$ cat src/rtl/i2cmrc_pkg.sv
`default_nettype none

package i2cmrc_pkg;

  localparam int unsigned RegCountDef = 11;
  localparam int unsigned RegIdxW     = 4;

  localparam logic [RegIdxW-1:0] IxCr1  = 4'd0;
  localparam logic [RegIdxW-1:0] IxCr2  = 4'd1;
  localparam logic [RegIdxW-1:0] IxIsr  = 4'd6;
  localparam logic [RegIdxW-1:0] IxIcr  = 4'd7;
  localparam logic [RegIdxW-1:0] IxRxdr = 4'd9;
  localparam logic [RegIdxW-1:0] IxTxdr = 4'd10;

  // ISR bit positions
  localparam int unsigned IsrTxe   = 0;
  localparam int unsigned IsrTxis  = 1;
  localparam int unsigned IsrRxne  = 2;
  localparam int unsigned IsrNackf = 4;
  localparam int unsigned IsrStopf = 5;
  localparam int unsigned IsrTc    = 6;
  localparam int unsigned IsrTcr   = 7;
  localparam int unsigned IsrErrLo = 8;
  localparam int unsigned IsrErrHi = 13;

  // CR1 bit positions
  localparam int unsigned Cr1TcIe  = 6;
  localparam int unsigned Cr1ErrIe = 7;

  // CR2 bit positions
  localparam int unsigned Cr2RdWrn   = 10;
  localparam int unsigned Cr2Start   = 13;
  localparam int unsigned Cr2Stop    = 14;
  localparam int unsigned Cr2NbLo    = 16;
  localparam int unsigned Cr2NbHi    = 23;
  localparam int unsigned Cr2AutoEnd = 25;

  localparam logic [31:0] IsrReset = 32'h0000_0001;

  localparam int unsigned InDataW  = 48;
  localparam int unsigned InUserW  = 5;
  localparam int unsigned OutDataW = 64;

  typedef struct packed {
    logic               req_type;
    logic [RegIdxW-1:0] reg_index;
    logic [31:0]        write_data;
    logic               bus_nack;
    logic [7:0]         bus_rx_byte;
    logic               bus_active;
  } in_item_t;

  typedef struct packed {
    logic [31:0] read_data;
    logic        bus_start;
    logic [9:0]  bus_address;
    logic        bus_is_read;
    logic        bus_send;
    logic [7:0]  bus_tx_byte;
    logic        bus_recv;
    logic        bus_stop;
    logic        event_irq;
    logic        error_irq;
  } out_item_t;

endpackage

`default_nettype wire

$ cat src/rtl/i2c_master_register_controller_top.sv
// Path: an accepted item passes through the input register, then decode and
// register-file update into the result register. Throughput: one item per cycle
// while results are taken; the input register refills while the result waits.
// Reset: rst_ni asynchronous, active low; clears the register file (ISR reads TXE),
// shift byte, interrupt lines, split_irq, and both valid flags.
`default_nettype none

module i2c_master_register_controller_top import i2cmrc_pkg::*; #(
  parameter int unsigned RegCount = RegCountDef
) (
  input  wire logic                clk_i,
  input  wire logic                rst_ni,
  input  wire logic                s_axis_tvalid,
  output logic                     s_axis_tready,
  // write_data[31:0], bus_nack[32], bus_rx_byte[40:33], bus_active[41], zero[47:42]
  input  wire logic [InDataW-1:0]  s_axis_tdata,
  // req_type[0], reg_index[4:1]
  input  wire logic [InUserW-1:0]  s_axis_tuser,
  output logic                     m_axis_tvalid,
  input  wire logic                m_axis_tready,
  // read_data[31:0], bus_start[32], bus_address[42:33], bus_is_read[43],
  // bus_send[44], bus_tx_byte[52:45], bus_recv[53], bus_stop[54],
  // event_irq[55], error_irq[56], zero[63:57]
  output logic [OutDataW-1:0]      m_axis_tdata,
  input  wire logic                cfg_we_i,
  input  wire logic                cfg_wdata_i
);

  logic      in_valid_q;
  in_item_t  in_item_q;
  logic      out_valid_q;
  out_item_t out_q;
  out_item_t res;
  logic      advance;
  logic      take;

  assign advance       = in_valid_q && (!out_valid_q || m_axis_tready);
  assign s_axis_tready = !in_valid_q || advance;
  assign take          = s_axis_tvalid && s_axis_tready;

  always_ff @(posedge clk_i or negedge rst_ni) begin
    if (!rst_ni) begin
      in_valid_q  <= 1'b0;
      out_valid_q <= 1'b0;
    end else begin
      if (take) begin
        in_valid_q <= 1'b1;
      end else if (advance) begin
        in_valid_q <= 1'b0;
      end
      if (advance) begin
        out_valid_q <= 1'b1;
      end else if (m_axis_tready) begin
        out_valid_q <= 1'b0;
      end
    end
  end

  always_ff @(posedge clk_i) begin
    if (take) begin
      in_item_q.req_type    <= s_axis_tuser[0];
      in_item_q.reg_index   <= s_axis_tuser[4:1];
      in_item_q.write_data  <= s_axis_tdata[31:0];
      in_item_q.bus_nack    <= s_axis_tdata[32];
      in_item_q.bus_rx_byte <= s_axis_tdata[40:33];
      in_item_q.bus_active  <= s_axis_tdata[41];
    end
    if (advance) begin
      out_q <= res;
    end
  end

  i2cmrc_core #(
    .RegCount(RegCount)
  ) u_core (
    .clk_i      (clk_i),
    .rst_ni     (rst_ni),
    .fire_i     (advance),
    .item_i     (in_item_q),
    .cfg_we_i   (cfg_we_i),
    .cfg_wdata_i(cfg_wdata_i),
    .res_o      (res)
  );

  assign m_axis_tvalid = out_valid_q;
  assign m_axis_tdata  = {7'b0, out_q.error_irq, out_q.event_irq, out_q.bus_stop,
                          out_q.bus_recv, out_q.bus_tx_byte, out_q.bus_send,
                          out_q.bus_is_read, out_q.bus_address, out_q.bus_start,
                          out_q.read_data};

endmodule

`default_nettype wire

$ cat src/rtl/i2cmrc_core.sv
`default_nettype none

module i2cmrc_core import i2cmrc_pkg::*; #(
  parameter int unsigned RegCount = RegCountDef
) (
  input  wire logic      clk_i,
  input  wire logic      rst_ni,
  input  wire logic      fire_i,
  input  wire in_item_t  item_i,
  input  wire logic      cfg_we_i,
  input  wire logic      cfg_wdata_i,
  output out_item_t      res_o
);

  localparam int unsigned IdxW = $clog2(RegCount);

  logic [31:0]     rf_q [RegCount];
  logic [31:0]     rf_d [RegCount];
  logic [7:0]      shift_q, shift_d;
  logic            event_q, event_d;
  logic            error_q, error_d;
  logic            split_q;

  logic            hit;
  logic [IdxW-1:0] idx;
  logic [7:0]      nb;
  logic [7:0]      nb_dec;
  logic            need_stop;
  logic [7:0]      evt_en;
  out_item_t       res;

  assign hit = {1'b0, item_i.reg_index} < (RegIdxW + 1)'(RegCount);
  assign idx = item_i.reg_index[IdxW-1:0];
  assign nb  = rf_q[IxCr2][Cr2NbHi:Cr2NbLo];
  assign nb_dec = nb - 8'd1;

  always_comb begin
    rf_d      = rf_q;
    shift_d   = shift_q;
    event_d   = event_q;
    error_d   = error_q;
    need_stop = 1'b0;
    evt_en    = '0;
    res       = '0;
    if (hit) begin
      if (!item_i.req_type) begin
        if (item_i.reg_index == IxRxdr && rf_q[IxIsr][IsrRxne]) begin
          rf_d[IxRxdr][7:0] = shift_q;
          if (nb != 8'd0) begin
            rf_d[IxCr2][Cr2NbHi:Cr2NbLo] = nb_dec;
          end
          if (nb > 8'd1 && item_i.bus_active) begin
            shift_d      = item_i.bus_rx_byte;
            res.bus_recv = 1'b1;
          end else begin
            rf_d[IxIsr][IsrRxne] = 1'b0;
            if ((rf_q[IxCr2][Cr2Stop] || rf_q[IxCr2][Cr2AutoEnd]) && item_i.bus_active) begin
              res.bus_stop          = 1'b1;
              rf_d[IxCr2][Cr2Stop]  = 1'b0;
              rf_d[IxIsr][IsrStopf] = 1'b1;
            end
          end
        end
        res.read_data = rf_d[idx];
      end else begin
        rf_d[idx] = item_i.write_data;
        case (item_i.reg_index)
          IxCr2: begin
            if (item_i.write_data[Cr2Start]) begin
              rf_d[IxCr2][Cr2Start] = 1'b0;
              res.bus_start   = 1'b1;
              res.bus_address = item_i.write_data[9:0];
              res.bus_is_read = item_i.write_data[Cr2RdWrn];
              if (item_i.bus_nack) begin
                rf_d[IxIsr][IsrNackf] = 1'b1;
              end else begin
                rf_d[IxIsr][IsrNackf] = 1'b0;
                if (item_i.write_data[Cr2RdWrn]) begin
                  shift_d               = item_i.bus_rx_byte;
                  res.bus_recv          = 1'b1;
                  rf_d[IxIsr][IsrRxne]  = 1'b1;
                  rf_d[IxIsr][IsrTxis]  = 1'b0;
                  rf_d[IxIsr][IsrTxe]   = 1'b0;
                end else begin
                  rf_d[IxIsr][IsrTxis]  = 1'b1;
                  rf_d[IxIsr][IsrTxe]   = 1'b1;
                end
              end
            end
          end
          IxIcr: begin
            rf_d[IxIsr] = rf_q[IxIsr] & ~item_i.write_data;
            rf_d[IxIcr] = '0;
          end
          IxTxdr: begin
            need_stop = rf_q[IxCr2][Cr2Stop];
            if (rf_q[IxIsr][IsrTxe] && item_i.bus_active) begin
              res.bus_send    = 1'b1;
              res.bus_tx_byte = item_i.write_data[7:0];
              rf_d[IxCr2][Cr2NbHi:Cr2NbLo] = nb_dec;
              if (nb_dec == 8'd0) begin
                rf_d[IxIsr][IsrTcr] = 1'b1;
                rf_d[IxIsr][IsrTc]  = 1'b1;
                if (rf_q[IxCr2][Cr2AutoEnd]) begin
                  need_stop = 1'b1;
                end
              end
            end
            if (need_stop) begin
              res.bus_stop          = 1'b1;
              rf_d[IxCr2][Cr2Stop]  = 1'b0;
              rf_d[IxIsr][IsrStopf] = 1'b1;
            end
          end
          default: ;
        endcase
        // TCR shares the TC enable
        evt_en  = {rf_d[IxCr1][Cr1TcIe], rf_d[IxCr1][Cr1TcIe:1], 1'b0};
        event_d = |(rf_d[IxIsr][7:0] & evt_en);
        if (split_q && rf_d[IxCr1][Cr1ErrIe]) begin
          error_d = |rf_d[IxIsr][IsrErrHi:IsrErrLo];
        end
      end
    end
    res.event_irq = event_d;
    res.error_irq = error_d;
  end

  assign res_o = res;

  always_ff @(posedge clk_i or negedge rst_ni) begin
    if (!rst_ni) begin
      for (int i = 0; i < RegCount; i++) begin
        rf_q[i] <= (i == int'(IxIsr)) ? IsrReset : '0;
      end
      shift_q <= '0;
      event_q <= 1'b0;
      error_q <= 1'b0;
      split_q <= 1'b0;
    end else begin
      if (fire_i) begin
        rf_q    <= rf_d;
        shift_q <= shift_d;
        event_q <= event_d;
        error_q <= error_d;
      end
      if (cfg_we_i) begin
        split_q <= cfg_wdata_i;
      end
    end
  end

`ifndef SYNTH
  a_read_keeps_lines: assert property (@(posedge clk_i) disable iff (!rst_ni)
    fire_i && !item_i.req_type |=> $stable(event_q) && $stable(error_q))
    else $error("irq lines moved on a read");

  a_error_needs_split: assert property (@(posedge clk_i) disable iff (!rst_ni)
    !$stable(error_q) |-> $past(split_q) && $past(fire_i))
    else $error("error line changed outside split mode");

  a_stop_sets_stopf: assert property (@(posedge clk_i) disable iff (!rst_ni)
    fire_i && res.bus_stop |=> rf_q[IxIsr][IsrStopf] && !rf_q[IxCr2][Cr2Stop])
    else $error("stop without STOPF or with STOP left set");

  a_start_fields_clean: assert property (@(posedge clk_i) disable iff (!rst_ni)
    fire_i && !res.bus_start |-> res.bus_address == '0 && !res.bus_is_read)
    else $error("start fields set without a start");
`endif

endmodule

`default_nettype wire

$ cat config.mk
export PLATFORM = sky130hd
export DESIGN_NAME = i2c_master_register_controller_top
export DESIGN_NICKNAME = d
export VERILOG_FILES = /design/src/rtl/i2cmrc_pkg.sv /design/src/rtl/i2c_master_register_controller_top.sv /design/src/rtl/i2cmrc_core.sv
export SDC_FILE = /design/constraint.sdc
export NUM_CORES = 1
export LEC_CHECK = 0
export BUFFER_PORTS_ARGS = -buffer_cell sky130_fd_sc_hd__buf_4
export CORE_MARGIN = 10
export CORE_UTILIZATION = 30
export DETAILED_ROUTE_END_ITERATION = 8
export GPL_ROUTABILITY_DRIVEN = 0
export MAX_ROUTING_LAYER = met4
export PLACE_DENSITY = 0.48
export SLEW_MARGIN = 10
export SYNTH_ARGS = -nofsm -noshare
export SYNTH_HDL_FRONTEND = slang
export SYNTH_HIERARCHICAL = 1
export SYNTH_SLANG_ARGS = --single-unit
$ cat constraint.sdc
create_clock -name clk_i -period 5.7 [get_ports clk_i]
set_clock_uncertainty 0.05 [all_clocks]
set_input_delay 1.14 -clock clk_i [delete_from_list [all_inputs] [get_ports clk_i]]
set_output_delay 1.14 -clock clk_i [all_outputs]
set_load 0.03 [all_outputs]
# [After elaboration in Yosys (flattened, before gate mapping)]
# Index checks and enable logic that the tools add are counted.
[totals] ff_bits=469 in_bits=59 word_cells=181
[op_classes] add_sub_neg=1 magnitude_cmp=4 eq_ne=8 n_mux=98 bitwise=5 n_reduce_logical=29
[ops] op="$bwmux W352" count=1
[ops] op="$mux W8" count=18
[ops] op="$bmux W32 S4" count=1
[ops] op="$demux W32 S4" count=1
[ops] op="$mux W32" count=4
[ops] op="$mux W24" count=3
[ops] op="$mux W1" count=54
[ops] op="$and A32 B32 Y32" count=1
[ops] op="$not A32 Y32" count=1
[ops] op="$mux W3" count=6
[ops] op="$mux W12" count=1
[ops] op="$pmux W3 S2" count=2
[ops] op="$mux W2" count=5
[ops] op="$mux W9" count=1
[ops] op="$reduce_and A3 Y1" count=3
[ops] op="$and A8 B8 Y8" count=1
[ops] op="$eq A4 B4 Y1 const B" count=2
[ops] op="$gt A8 B1 Y1 const B" count=1
[ops] op="$logic_and A1 B1 Y1" count=8
[ops] op="$logic_not A8 Y1" count=1
[ops] op="$reduce_and A4 Y1" count=2
[ops] op="$reduce_and A8 Y1" count=1
[ops] op="$reduce_bool A2 Y1" count=4
[ops] op="$reduce_bool A8 Y1" count=1
[ops] op="17 further kinds" count=22

# [Depth between registers and ports, before layout]
[logic_depth] word_depth=16 depth_mapped=10 mapped_depth_nobuf=8

# [By module]
# Netlist, hierarchy kept.
[modules_own_cells] mod="i2cmrc_core" n_inst=1 cells_per_inst=1486 area_per_inst_um2=18068.6
[modules_own_cells] mod="i2c_master_register_controller_top" n_inst=1 cells_per_inst=120 area_per_inst_um2=3283.1

# [Least setup slack after synthesis]
# No wires, ideal clock.
[synth_timing] path_kind="input-to-reg" startpoint="input m_axis_tready" endpoint="register u_core/rf_q[161] (netlist name)" setup_ns=0.125 t_arrival_ns=3.995 required_ns=5.525 setup_slack_ns=1.530 stages=8 path_cell_list="nand2b_1 -> and2_1 -> and2_1 -> buf_2 -> and3_1 -> clkbuf_1 -> buf_2 -> mux2_2"
[synth_between] elab_chain_cells=3
[synth_rtl] item="from (decl)" line_no="i2c_master_register_controller_top.sv:20" text="input wire logic m_axis_tready,"
[synth_rtl] item="$logic_or A1 B1 Y1" line_no="i2c_master_register_controller_top.sv:37" text="assign advance = in_valid_q && (!out_valid_q || m_axis_tready);"
[synth_rtl] item="$logic_and A1 B1 Y1" line_no="i2c_master_register_controller_top.sv:37"
[synth_rtl] item="via advance" line_no="i2c_master_register_controller_top.sv:34" text="logic advance;"
[synth_rtl] item="$reduce_and A3 Y1 (no source line)"
[synth_rtl] item="to (signal, indexed assignment)" line_no="i2cmrc_core.sv:134" text="rf_q[i] <= (i == int'(IxIsr)) ? IsrReset : '0;"
[synth_rtl] item="to (signal assigned)" line_no="i2cmrc_core.sv:142" text="rf_q <= rf_d;"
[synth_rtl] item="to (decl)" line_no="i2cmrc_core.sv:17" text="logic [31:0] rf_q [RegCount];"
# The timed path passes the listed nets, and every way through them passes these cells.
# A chain may end at the register's enable or synchronous reset.

# [Worst setup path after layout]
[layout_timing] startpoint="register in_item_q[44] (netlist name)" endpoint="register u_core/rf_q[313] (netlist name)"
[layout_between] elab_chain_cells=6 word_cells_on_any_way=9 cone_classes="3 x order compare; 3 x mux; 1 x bitwise; 2 x reduce/logical"
[layout_rtl] item="from (decl)" line_no="i2c_master_register_controller_top.sv:30" text="in_item_t in_item_q;"
[layout_rtl] item="$not A4 Y5 (implied by the code)" line_no="i2cmrc_core.sv:66" text="rf_d[idx] = item_i.write_data;"
[layout_rtl] item="$ge A5 B5 Y1 (implied by the code) or $lt A5 B1 Y1 (tied branches)" line_no="i2cmrc_core.sv:66"
[layout_rtl] item="$logic_and A1 B1 Y1 (implied by the code)" line_no="i2cmrc_core.sv:66"
[layout_rtl] item="$mux W32 (implied by the code)" line_no="i2cmrc_core.sv:66"
[layout_rtl] item="$demux W32 S4" line_no="i2cmrc_core.sv:66"
[layout_rtl] item="$bwmux W352" line_no="i2cmrc_core.sv:66"
# Parallel ways exist; a longest one is shown, timed or not.

==> summary.md <==
| Metric | Value |
|---|---|
| Layout cells sized above 1 | 36.2% |
| Final WS setup | 1.75 ns |
| Number of CTS-inserted buffers | 54 |
| Die area | 82200 sq um |
| 1st-iter DRT viols | 984 |
| Setup TNS | 0 ns |
| DRC | 0 |
| Ys async rst share | 77.8% |
| Avg Cell Area, Syn | 13.3 sq um |
| Pins Over Slew Limit | 0 |
| Outcome | finished clean |
| Post-synthesis xor/xnor area fraction | 0.164% |
| Post-route ant nets | 0 |
| Mapped Area | 21400 sq um |
| Pwr Density | 374 nW/um^2 |
| Fin. Hold Viols | 0 |
| Synth Area in Simple Gates | 6.84% |
| Crit path arrival time | 4.37 ns |
| Clock Pin Slew Worst Setup and Hold Paths | 0.06 ns |
| Required @ worst endpoint | 6.12 ns |
| Fin crit share | 69.2% |
| Number of global-route vias before repair | 14608 |
| Dominant cells by area after synthesis | dfrtp_1 43%, mux2_2 15%, edfxtp_1 15% |
| CP Max Fanout | 23 |
| Worst min-delay path category | reg -> reg |
| EDFF count, synth | 104 |
| Die H | 287 um |
| Critical path class | reg -> reg |
| Yosys top cell by area | dfrtp_1 |
| Yosys warnings | 6 |
| DP Worst Slack | 1.85 ns |
| Max-slew headroom | 19.5% |
| Synth unique cells | 77 |
| Cells after Synth | 1606 |
| Layout area overhead | 17.6% |
| Tot GR Track Use | 15.5% |
| Setup fix buffers added after clock tree synthesis | 0 |
| Overflow after GRT | 0 |
| Crit. End Element | register |
| Vias per cell | 5.14 |
| Final Critical Period | 3.95 ns |
| Final-stage net count | 1743 |
| Leak Pwr | 11.0 nW |
| Max Fclk | 0.253 GHz |
| CORE AREA | 70300 sq um |
| H-tree levels | 2 |
| Ys flop type | dfrtp_1 |
| Tot Pwr | 0.00940 W |
| Mux contribution to synthesized area | 24.3% |
| Cell Count, Final, Fillers Out | 2668 |
| Largest net degree at the start of global routing | 120 |
| Die Wd | 287 um |
| Std cell rows | 97 |
| Synth Area in Adders | 0.176% |
| Vias | 13709 |
| Initial Util | 30.4% |
| Synth Area in Compound Gates | 7.77% |
| Drt pass-1 iters | 5 |
| I/O Buffers | 111 |
| Hold WS | 0.430 ns |
| Root Driver | clkbuf_16 |
| CTS Hold Bufs | 0 |
| Seq/Total Area, Yosys | 57.4% |
| TritonCTS clock tree | yes |
| Routed WL | 62.5 mm |
| Synthesized flop and latch total | 469 |
| WL/cell | 23.4 um |
| Initial antenna violation count | 1 |
| Final setup viols | 0 |
| First-pass GRT wire length | 95.2 mm |
| Post-cts sizing count | 0 |
| Clock latency on the worst-skew pair | 0.61 ns |
| Largest family of logic cells by synthesized area | multiplexers |
| Top cell type's share of synthesized area | 42.7% |
| Placed cell count | 2565 |
| Worst Tran Pin Value | 1.20 ns |
| Num ports | 125 |
| DP Wirelength | 38.4 mm |
| Max-Cap Viols | 0 |
| RSZ-0062 raised after global routing | no |
| Clock buffer depth | 3 |
| VDD IR max | 0.220 mV |
| CP Launch Type | register |
| CTS Sinks | 469 |
power breakdown:
| group | internal (W) | total [W] | switching [W] |
|---|---|---|---|
| Sequential | 0.00392 | 0.00425 | 0.000330 |
| Combinational | 0.000670 | 0.00133 | 0.000656 |
| Clock | 0.00238 | 0.00382 | 0.00144 |
| Total | 0.00697 | 0.00940 | 0.00243 |
metal layers:
| layer | share of wire (%) | global-route usage (%) | wire (um) |
|---|---|---|---|
| met1 | 46 | 20.5 | 28900 |
| met2 | 48 | 24.9 | 29800 |
| met3 | 4.3 | 2.35 | 2710 |
| met4 | 1.9 | 3.80 | 1190 |
| met5 | 0 | - | 0 |
cells by family after synthesis:
group	Yosys count
AO/OA/AOI/OAI	268
XOR/XNOR	4
adder cells (fa/ha/maj)	3
buffers and inverters	160
flip-flops	469
multiplexers	413
other	1
AND/OR/NAND/NOR	288
worst max-delay path, stage by stage, from the launching register on:
cell	delay, ns
edfxtp_1	0.57
buf_4	0.32
a21o_1	0.27
a21oi_2	0.15
buf_4	0.22
and2_1	0.61
nand2_1	0.83
buf_4	0.48
mux2_2	0.28
per-stage QoR:
stage / area (sq um) / util (%)
floorplan: 21400 / -
finish: 25100 / 35.7
global route: 25100 / 35.7
CTS: 25100 / 35.7
global placement: 23100 / 32.9
detailed placement: 23100 / 32.9
flip-flops by register name (all words and copies together) (netlist names):
register        cells
in_item_q          47
in_valid_q          1
m_axis_tdata       57
m_axis_tvalid       1
u_core/error_q      1
u_core/event_q      1
u_core/nb           8
u_core/rf_q       344
u_core/shift_q      8
u_core/split_q      1
final timing paths:
| path | depth (start not counted) | slack [ns] | end | start |
|---|---|---|---|---|
| max | 8 | 1.75 | u_core/rf_q[313] | in_item_q[44] |
| min | 1 | 0.43 | u_core/rf_q[108] | u_core/rf_q[108] |
| max reg2reg | 8 | 1.75 | u_core/rf_q[313] | in_item_q[44] |
| min reg2reg | 1 | 0.43 | u_core/rf_q[108] | u_core/rf_q[108] |
| max in group asynchronous | 2 | 3.87 | u_core/rf_q[188] | rst_ni |
| min in group asynchronous | 1 | 0.54 | u_core/shift_q[7] | rst_ni |
final cells by class:
class | count | area, sq um
clock inverter | 32 | 444
fill | 6781 | 45200
clock buffer | 70 | 1530
tap | 940 | 1180
inverter | 17 | 63.8
multi-input combinational | 983 | 8440
sequential | 469 | 12300
timing repair buffer | 156 | 1200
antenna | 1 | 2.50
cells in the final DEF (no fill, tap or decap), types with 11 or more instances in the layout:
| cell type | instances |
|---|---|
| edfxtp_1 | 104 |
| nand2_1 | 75 |
| mux4_2 | 55 |
| o22ai_1 | 28 |
| inv_1 | 15 |
| nor2_1 | 82 |
| a21oi_1 | 79 |
| buf_4 | 153 |
| a22o_1 | 24 |
| o21ai_0 | 74 |
| and2_1 | 48 |
| mux2i_1 | 66 |
| clkinv_2 | 13 |
| mux2_2 | 291 |
| and3_1 | 15 |
| clkbuf_16 | 57 |
| bufinv_16 | 11 |
| dfrtp_1 | 364 |
synth_stat cells, drive strengths merged (6+ instances only):
master,n
dfrtp,364
mux2,292
edfxtp,104
nor2,83
a21oi,80
clkbuf,79
nand2,78
o21ai,75
mux2i,66
buf,64
mux4,55
and2,50
o22ai,28
a22o,24
and3,16
inv,15
nand3,13
nor3,11
a31o,9
nor2b,7
o31ai,6
Note: power is estimated with default switching activity, not from simulation.
